===== config.mk =====
export PLATFORM = sky130hd
export DESIGN_NAME = base64_stream_decoder
export DESIGN_NICKNAME = d
export VERILOG_FILES = /design/src/rtl/bsd_pkg.sv /design/src/rtl/bsd_front.sv /design/src/rtl/bsd_fifo.sv /design/src/rtl/bsd_back.sv /design/src/rtl/base64_stream_decoder.sv
export SDC_FILE = /design/constraint.sdc
export NUM_CORES = 1
export LEC_CHECK = 0
export BUFFER_PORTS_ARGS = -buffer_cell sky130_fd_sc_hd__buf_4
export CAP_MARGIN = 20
export CORE_UTILIZATION = 62
export DETAILED_ROUTE_END_ITERATION = 12
export HOLD_SLACK_MARGIN = 0.1
export PLACE_DENSITY = 0.76
export SLEW_MARGIN = 20
export SYNTH_ARGS = -nofsm -noshare
export SYNTH_HDL_FRONTEND = slang
export SYNTH_HIERARCHICAL = 1
export SYNTH_SLANG_ARGS = --single-unit

===== constraint.sdc =====
create_clock -name i_clk -period 4.3 [get_ports i_clk]
set_input_delay 0.215 -clock i_clk [delete_from_list [all_inputs] [get_ports i_clk]]
set_output_delay 0.215 -clock i_clk [all_outputs]
set_load 0.05 [all_outputs]

===== src/rtl/bsd_pkg.sv =====
package bsd_pkg;

    localparam logic [7:0] CHAR_UPPER_A = 8'h41;
    localparam logic [7:0] CHAR_UPPER_Z = 8'h5A;
    localparam logic [7:0] CHAR_LOWER_A = 8'h61;
    localparam logic [7:0] CHAR_LOWER_Z = 8'h7A;
    localparam logic [7:0] CHAR_DIGIT_0 = 8'h30;
    localparam logic [7:0] CHAR_DIGIT_9 = 8'h39;
    localparam logic [7:0] CHAR_PLUS    = 8'h2B;
    localparam logic [7:0] CHAR_SLASH   = 8'h2F;
    localparam logic [7:0] CHAR_PAD     = 8'h3D;

    localparam logic [5:0] SEXTET_LOWER_BASE = 6'd26;
    localparam logic [5:0] SEXTET_DIGIT_BASE = 6'd52;
    localparam logic [5:0] SEXTET_PLUS       = 6'd62;
    localparam logic [5:0] SEXTET_SLASH      = 6'd63;

    localparam logic [1:0] POS_FULL = 2'd3;

    localparam logic [1:0] IDX_ONE   = 2'd0;
    localparam logic [1:0] IDX_TWO   = 2'd1;
    localparam logic [1:0] IDX_THREE = 2'd2;

    typedef enum logic [1:0] {
        K_SKIP,
        K_DATA,
        K_PAD
    } t_kind;

    typedef struct packed {
        t_kind      kind;
        logic [5:0] value;
    } t_class;

    // one queued transaction group: up to three results
    typedef struct packed {
        logic [7:0] b0;
        logic [7:0] b1;
        logic [7:0] b2;
        logic [1:0] last_idx;
        logic       has_byte;
        logic       last;
    } t_entry;

    function automatic t_class classify(input logic [7:0] c);
        t_class r;
        r.kind  = K_SKIP;
        r.value = '0;
        if (c >= CHAR_UPPER_A && c <= CHAR_UPPER_Z) begin
            r.kind  = K_DATA;
            r.value = 6'(c - CHAR_UPPER_A);
        end else if (c >= CHAR_LOWER_A && c <= CHAR_LOWER_Z) begin
            r.kind  = K_DATA;
            r.value = 6'(c - CHAR_LOWER_A) + SEXTET_LOWER_BASE;
        end else if (c >= CHAR_DIGIT_0 && c <= CHAR_DIGIT_9) begin
            r.kind  = K_DATA;
            r.value = 6'(c - CHAR_DIGIT_0) + SEXTET_DIGIT_BASE;
        end else if (c == CHAR_PLUS) begin
            r.kind  = K_DATA;
            r.value = SEXTET_PLUS;
        end else if (c == CHAR_SLASH) begin
            r.kind  = K_DATA;
            r.value = SEXTET_SLASH;
        end else if (c == CHAR_PAD) begin
            r.kind  = K_PAD;
        end
        return r;
    endfunction

endpackage


===== src/rtl/bsd_front.sv =====
module bsd_front
    import bsd_pkg::*;
(
    input  logic       i_clk,
    input  logic       i_rst_n,
    input  logic       i_accept,
    input  logic [7:0] i_text_char,
    input  logic       i_end_of_text,
    output logic       o_push,
    output t_entry     o_entry
);

    logic [1:0] r_pos, n_pos;
    logic [5:0] r_h0, n_h0;
    logic [5:0] r_h1, n_h1;
    logic [5:0] r_h2, n_h2;
    logic       r_term, n_term;
    t_class     cls;
    logic [7:0] first_b, second_b, third_b;

    assign cls      = classify(i_text_char);
    assign first_b  = {r_h0, r_h1[5:4]};
    assign second_b = {r_h1[3:0], r_h2[5:2]};
    assign third_b  = {r_h2[1:0], cls.value};

    always_comb begin
        n_pos   = r_pos;
        n_h0    = r_h0;
        n_h1    = r_h1;
        n_h2    = r_h2;
        n_term  = r_term;
        o_push  = 1'b0;
        o_entry = '0;
        if (i_accept) begin
            if (!r_term) begin
                case (cls.kind)
                    K_PAD: begin
                        o_push        = 1'b1;
                        o_entry.last  = 1'b1;
                        case (r_pos)
                            2'd0: begin
                                o_entry.has_byte = 1'b0;
                            end
                            POS_FULL: begin
                                o_entry.has_byte = 1'b1;
                                o_entry.b0       = first_b;
                                o_entry.b1       = second_b;
                                o_entry.last_idx = IDX_TWO;
                            end
                            default: begin
                                o_entry.has_byte = 1'b1;
                                o_entry.b0       = first_b;
                            end
                        endcase
                        n_term = 1'b1;
                    end
                    K_DATA: begin
                        case (r_pos)
                            2'd0: n_h0 = cls.value;
                            2'd1: n_h1 = cls.value;
                            2'd2: n_h2 = cls.value;
                            default: begin
                                o_push           = 1'b1;
                                o_entry.has_byte = 1'b1;
                                o_entry.b0       = first_b;
                                o_entry.b1       = second_b;
                                o_entry.b2       = third_b;
                                o_entry.last_idx = IDX_THREE;
                            end
                        endcase
                        n_pos = 2'(r_pos + 2'd1);
                    end
                    default: begin
                    end
                endcase
                // end of text closes the run with a last result
                if (i_end_of_text) begin
                    o_entry.last = 1'b1;
                    if (!o_push) begin
                        o_push           = 1'b1;
                        o_entry.has_byte = 1'b0;
                        o_entry.last_idx = IDX_ONE;
                    end
                end
            end
            if (i_end_of_text) begin
                n_pos  = '0;
                n_h0   = '0;
                n_h1   = '0;
                n_h2   = '0;
                n_term = 1'b0;
            end
        end
    end

    always_ff @(posedge i_clk) begin
        if (!i_rst_n) begin
            r_pos  <= '0;
            r_h0   <= '0;
            r_h1   <= '0;
            r_h2   <= '0;
            r_term <= 1'b0;
        end else begin
            r_pos  <= n_pos;
            r_h0   <= n_h0;
            r_h1   <= n_h1;
            r_h2   <= n_h2;
            r_term <= n_term;
        end
    end

    a_restart: assert property (@(posedge i_clk) disable iff (!i_rst_n)
        (i_accept && i_end_of_text) |=> (!r_term && r_pos == 2'd0))
        else $error("restart did not clear state");

    a_term_silent: assert property (@(posedge i_clk) disable iff (!i_rst_n)
        r_term |-> !o_push)
        else $error("results after pad");

    a_marker_last: assert property (@(posedge i_clk) disable iff (!i_rst_n)
        (o_push && !o_entry.has_byte) |-> (o_entry.last && o_entry.last_idx == IDX_ONE))
        else $error("end marker malformed");

endmodule


===== src/rtl/bsd_fifo.sv =====
module bsd_fifo
    import bsd_pkg::*;
#(
    parameter int DEPTH = 4
) (
    input  logic   i_clk,
    input  logic   i_rst_n,
    input  logic   i_push,
    input  t_entry i_entry,
    input  logic   i_pop,
    output t_entry o_head,
    output logic   o_head_valid,
    output logic   o_full
);

    localparam int PW = $clog2(DEPTH);
    localparam int CW = $clog2(DEPTH + 1);

    t_entry          r_mem [DEPTH];
    logic [PW-1:0]   r_wr, n_wr;
    logic [PW-1:0]   r_rd, n_rd;
    logic [CW-1:0]   r_count, n_count;

    assign o_head       = r_mem[r_rd];
    assign o_head_valid = (r_count != '0);
    assign o_full       = (r_count == CW'(DEPTH));

    always_comb begin
        n_wr    = r_wr;
        n_rd    = r_rd;
        n_count = r_count;
        if (i_push) begin
            n_wr = (r_wr == PW'(DEPTH - 1)) ? '0 : PW'(r_wr + 1'b1);
        end
        if (i_pop) begin
            n_rd = (r_rd == PW'(DEPTH - 1)) ? '0 : PW'(r_rd + 1'b1);
        end
        if (i_push && !i_pop) begin
            n_count = CW'(r_count + 1'b1);
        end else if (!i_push && i_pop) begin
            n_count = CW'(r_count - 1'b1);
        end
    end

    always_ff @(posedge i_clk) begin
        if (i_push) begin
            r_mem[r_wr] <= i_entry;
        end
    end

    always_ff @(posedge i_clk) begin
        if (!i_rst_n) begin
            r_wr    <= '0;
            r_rd    <= '0;
            r_count <= '0;
        end else begin
            r_wr    <= n_wr;
            r_rd    <= n_rd;
            r_count <= n_count;
        end
    end

    a_no_overflow: assert property (@(posedge i_clk) disable iff (!i_rst_n)
        o_full |-> !i_push)
        else $error("queue overflow");

    a_no_underflow: assert property (@(posedge i_clk) disable iff (!i_rst_n)
        !o_head_valid |-> !i_pop)
        else $error("queue underflow");

    a_count_up: assert property (@(posedge i_clk) disable iff (!i_rst_n)
        (i_push && !i_pop) |=> (r_count == CW'($past(r_count) + 1'b1)))
        else $error("queue count mismatch");

endmodule


===== src/rtl/bsd_back.sv =====
module bsd_back
    import bsd_pkg::*;
(
    input  logic       i_clk,
    input  logic       i_rst_n,
    input  t_entry     i_head,
    input  logic       i_head_valid,
    output logic       o_pop,
    output logic       o_valid,
    input  logic       i_stall,
    output logic [7:0] o_data_byte,
    output logic       o_byte_valid,
    output logic       o_last_of_run
);

    logic [1:0] r_idx, n_idx;
    logic       r_out_valid, n_out_valid;
    logic [7:0] r_data, n_data;
    logic       r_bv, n_bv;
    logic       r_last, n_last;
    logic       load;
    logic       final_step;
    logic [7:0] sel_byte;

    assign load       = i_head_valid && (!r_out_valid || !i_stall);
    assign final_step = (r_idx == i_head.last_idx);
    assign o_pop      = load && final_step;

    always_comb begin
        case (r_idx)
            IDX_ONE: sel_byte = i_head.b0;
            IDX_TWO: sel_byte = i_head.b1;
            default: sel_byte = i_head.b2;
        endcase
    end

    always_comb begin
        n_idx       = r_idx;
        n_out_valid = r_out_valid;
        n_data      = r_data;
        n_bv        = r_bv;
        n_last      = r_last;
        if (load) begin
            n_out_valid = 1'b1;
            n_data      = sel_byte;
            n_bv        = i_head.has_byte;
            n_last      = i_head.last && final_step;
            n_idx       = final_step ? '0 : 2'(r_idx + 2'd1);
        end else if (!i_stall) begin
            n_out_valid = 1'b0;
        end
    end

    always_ff @(posedge i_clk) begin
        if (!i_rst_n) begin
            r_idx       <= '0;
            r_out_valid <= 1'b0;
        end else begin
            r_idx       <= n_idx;
            r_out_valid <= n_out_valid;
        end
    end

    always_ff @(posedge i_clk) begin
        r_data <= n_data;
        r_bv   <= n_bv;
        r_last <= n_last;
    end

    assign o_valid       = r_out_valid;
    assign o_data_byte   = r_data;
    assign o_byte_valid  = r_bv;
    assign o_last_of_run = r_last;

    a_mid_group_head: assert property (@(posedge i_clk) disable iff (!i_rst_n)
        (r_idx != '0) |-> i_head_valid)
        else $error("partial group without queue head");

    a_idx_bound: assert property (@(posedge i_clk) disable iff (!i_rst_n)
        i_head_valid |-> (r_idx <= i_head.last_idx))
        else $error("result index past group");

    a_marker_is_last: assert property (@(posedge i_clk) disable iff (!i_rst_n)
        (r_out_valid && !r_bv) |-> r_last)
        else $error("end marker not last");

endmodule


===== src/rtl/base64_stream_decoder.sv =====
// base64 text decoder taking one character per transaction on the input side and
// giving one decoded byte (or end marker) per transaction on the output side. A
// character is accepted every cycle while the internal queue of QUEUE_DEPTH groups
// has room; a full four-character group gives three bytes, which leave through the
// single output register at one per cycle unless the receiver stalls, so dense
// text runs at one character per cycle, and only receiver stalls fill the queue
// and hold the input back. Each group is queued, and its results then pass through
// the output register. Non-alphabet characters are skipped, '=' ends decoding
// until the end-of-text character, and every run ends with a result flagged
// last_of_run.
module base64_stream_decoder
    import bsd_pkg::*;
#(
    parameter int QUEUE_DEPTH = 4
) (
    input  logic       i_clk,
    input  logic       i_rst_n,
    input  logic       i_valid,
    output logic       o_stall,
    input  logic [7:0] i_text_char,
    input  logic       i_end_of_text,
    output logic       o_valid,
    input  logic       i_stall,
    output logic [7:0] o_data_byte,
    output logic       o_byte_valid,
    output logic       o_last_of_run
);

    logic   accept;
    logic   push;
    logic   pop;
    logic   full;
    logic   head_valid;
    t_entry push_entry;
    t_entry head;

    assign o_stall = full;
    assign accept  = i_valid && !full;

    bsd_front u_front (
        .i_clk         (i_clk),
        .i_rst_n       (i_rst_n),
        .i_accept      (accept),
        .i_text_char   (i_text_char),
        .i_end_of_text (i_end_of_text),
        .o_push        (push),
        .o_entry       (push_entry)
    );

    bsd_fifo #(
        .DEPTH (QUEUE_DEPTH)
    ) u_fifo (
        .i_clk        (i_clk),
        .i_rst_n      (i_rst_n),
        .i_push       (push),
        .i_entry      (push_entry),
        .i_pop        (pop),
        .o_head       (head),
        .o_head_valid (head_valid),
        .o_full       (full)
    );

    bsd_back u_back (
        .i_clk         (i_clk),
        .i_rst_n       (i_rst_n),
        .i_head        (head),
        .i_head_valid  (head_valid),
        .o_pop         (pop),
        .o_valid       (o_valid),
        .i_stall       (i_stall),
        .o_data_byte   (o_data_byte),
        .o_byte_valid  (o_byte_valid),
        .o_last_of_run (o_last_of_run)
    );

endmodule

==> impl_metrics.py <==
metrics = {
    "worst_setup_path": {
        "crit_required_ns": 4.75,
        "reg2reg_depth": 11,
        "critPathKind": "in2reg",
        "crit_arrival_ns": 3.98,
        "crit_path_end_kind": "flop",
        "start_kind": "primary input",
        "crit_fanout": 11,
    },
    "synthesis": {
        "syn-num-nets": 493,
        "syn_area_mm2": 0.00688,
        "yosysSeqAreaShare_pct": 62.9,
        "synthAdderAreaFrac_pct": 4.48,
        "synth_top_family_by_area": "simple AND/OR/NAND/NOR gates",
        "synth_top_area_cell": "edfxtp_1",
        "synth-seq-cells": 155,
        "synth_compound_area_share_pct": 8.13,
        "synth_ff_type": "edfxtp_1",
        "synth_top_area_share_pct": 53.3,
        "synthMuxAreaShare_pct": 10.2,
        "synth_area_leaders": "edfxtp_1 53%, dfxtp_1 9.6%, mux4_2 6.6%, ha_1 4.2%, mux4_1 3.1%",
        "synth_edf_count": 122,
        "synth-simple-area-share_pct": 10.5,
        "netlist-cell-type-count": 66,
        "synth-xor-area-share_pct": 1.26,
        "syn_area_per_cell_um2": 15.1,
        "synthCells": 456,
        "yosys_warnings": 6,
        "ys_async_sr_fraction_pct": 0,
    },
    "sta": {
        "min_period_ns": 3.52,
        "rsz0062_at_grt": "no",
        "clock_skew_ns": 0.00914,
        "setup_viol_count_final": 0,
        "tightest_slew_ns": 0.784,
        "tns_ns": 0,
        "setup_ws_ns": 0.775,
        "hold_viol": 0,
        "slew_viol_final": 0,
        "relSlewSlack_pct": 47.6,
        "post-route-period-util_pct": 82.0,
        "fmax_ghz": 0.284,
    },
    "die": {
        "pin_count": 25,
        "rows": 38,
        "core_area_mm2": 0.0108,
        "die_y_um": 107,
        "dieWidth_um": 107,
        "die_area_mm2": 0.0115,
        "start_util_pct": 63.4,
    },
    "global_route": {
        "grt_pass1_wl_mm": 23.6,
        "grt_pass1_vias": 4141,
        "grt-ovfl-total": 0,
        "antenna_found_initial": 1,
        "grtUsageTotal_pct": 28.9,
        "grt_max_degree": 29,
    },
    "drt": {
        "vias": 4189,
        "final_antenna_net_count": 0,
        "post_drt_wl_per_cell_um": 23.7,
        "drtPass1Iterations": 7,
        "drc": 0,
        "totalWireLength_mm": 15.5,
        "drt-vias-per-instance": 6.42,
        "first_iter_violations": 518,
    },
    "finish": {
        "drive_gt1_share_pct": 18.6,
        "stdcell_area_mm2": 0.00786,
        "final_core_util_pct": 72.5,
        "layout_common_cells": "122 x edfxtp_1, 34 x nand2_1, 32 x dfxtp_1",
        "nets": 536,
        "area_growth_pct": 14.3,
        "layout_commonest_cell": "edfxtp_1",
    },
    "clocking": {
        "h-tree-depth": 4,
        "clock_latency_ns": 0.52,
        "cts_tree": "done",
        "cts-resized-gates": 0,
        "clock-root-buffer": "clkbuf_8",
        "cts_made_buffers": 17,
        "cts.clk_slew.worst_paths_ns": 0.06,
        "cts.sinks": 155,
        "ctsLongestPathBuffers": 2,
    },
    "pwr": {
        "leakagePower_nw": 2.78,
        "irDropWorstVdd_uv": 325,
        "power_density_mw_per_mm2": 567,
    },
    "hold_path": {
        "holdPathStages": 3,
        "worstHoldPathType": "in2reg",
    },
    "placement": {
        "hpwl_mm": 9.54,
        "place_ws_ns": 0.255,
        "port_buffers": 24,
        "dpl_cell_area_mm2": 0.00725,
        "gp_congestion": 0.907,
    },
    "flow_run": {
        "maxCapViolations": 0,
    },
    "outcome": {
        "status": "finished, final reports clean",
    },
}
stage by stage:
stage | total power [mW] | hold WS (ns) | std cells
detailed placement | 3.04 | 0.439 | 616
floorplan | 2.72 | 0.337 | 456
CTS | 4.47 | 0.129 | 652
finish | 4.46 | 0.142 | 653
global route | 4.62 | 0.142 | 652
global placement | 2.97 | 0.428 | 616
state kept, by name, summed over array words and instances (netlist names), named ones only:
signal,count
u_back/r_idx,2
u_front/r_pos,2
u_fifo/r_wr,2
u_front/r_h2,6
u_back/o_byte_valid,1
u_fifo/r_count,3
u_back/o_data_byte,8
u_back/o_valid,1
u_back/o_last_of_run,1
u_front/r_term,1
u_front/r_h0,6
u_fifo/r_rd,2
u_fifo/r_mem,112
u_front/r_h1,6
synth_stat cells (2+ instances only):
cell      number
o211ai_1       2
nor3b_1        4
mux2i_1        4
inv_1         18
a21oi_1       10
edfxtp_1     122
and3_1         6
buf_2         10
buf_12         2
a22o_1        10
dfxtp_1       33
o21ai_0       11
o31ai_1        7
ha_1          23
o211a_1        3
nor3_1         9
nand3_1        6
nor2_1        15
nor2b_1       10
and2_1        23
nor4_1         2
mux4_2        20
nand2b_1       3
nand2_1       34
xnor2_1        6
mux4_1         8
a311oi_1       3
a22oi_1        9
o21a_1         2
or3_1          3
a32oi_1        2
xor2_1         2
critical path: stages:
cell and delay, ns:
buf_4 0.15, inv_1 0.08, ha_1 0.23, nor2b_1 0.16, a2bb2oi_1 0.66, a311oi_1 0.16
nor3_1 0.26, and4_1 0.22, ha_1 0.24, a21oi_1 0.06, nor2_1 0.09, nor2_1 0.04
nor2_1 0.12, ha_1 0.21, inv_1 0.06, fa_1 0.38, xor2_1 0.16, or3_1 0.32
a21boi_0 0.16
area by class of cell:
class                      count  area, um^2
antenna                        1        2.50
clock buffer                  19         422
clock inverter                13         143
fill                         673        2980
inverter                      18        67.6
multi-input combinational    269        2380
sequential                   155        4330
tap                          140         175
timing repair buffer          38         345
where the power goes:
| part | switching [mW] | leakage [nW] | internal (mW) | total, mW |
|---|---|---|---|---|
| combinational | 0.735 | 1.14 | 0.437 | 1.17 |
| sequential | 0.0818 | 1.37 | 1.78 | 1.86 |
| clock | 0.592 | 0.265 | 0.830 | 1.42 |
| total | 1.41 | 2.78 | 3.05 | 4.46 |
final timing paths:
path | startpoint | to | slack, ns
setup reg to reg | flop | u_fifo/r_count[2] | 1.20
setup / recovery | i_text_char[1] | u_fifo/r_count[2] | 0.78
hold reg to reg | u_front/r_term | u_front/r_term | 0.46
hold / removal | i_text_char[3] | u_front/r_h2[3] | 0.14
per-layer routing:
layer / GRT usage [%] / up-vias / part of all wire (%)
met1: 36.3 / 2102 / 40
met2: 48.5 / 199 / 51
met4: 12.0 / 0 / 2.9
met5: 0 / - / 0
li1: - / 1854 / -
met3: 6.72 / 34 / 6.5
cells by family after synthesis:
| group | after synthesis |
|---|---|
| flip-flops | 155 |
| adder cells (fa/ha/maj) | 24 |
| AND/OR/NAND/NOR | 131 |
| multiplexers | 32 |
| AO/OA/AOI/OAI | 73 |
| buffers and inverters | 32 |
| XOR/XNOR | 9 |
timing repair:
| action | in CTS | in global routing |
|---|---|---|
| endpoints found under the setup margin | 0 | 0 |
| hold endpoints to repair | 14 | 0 |
| buffers inserted | 0 | 0 |
| hold buffers | 4 | 0 |
(Power assumes the default switching activity.)
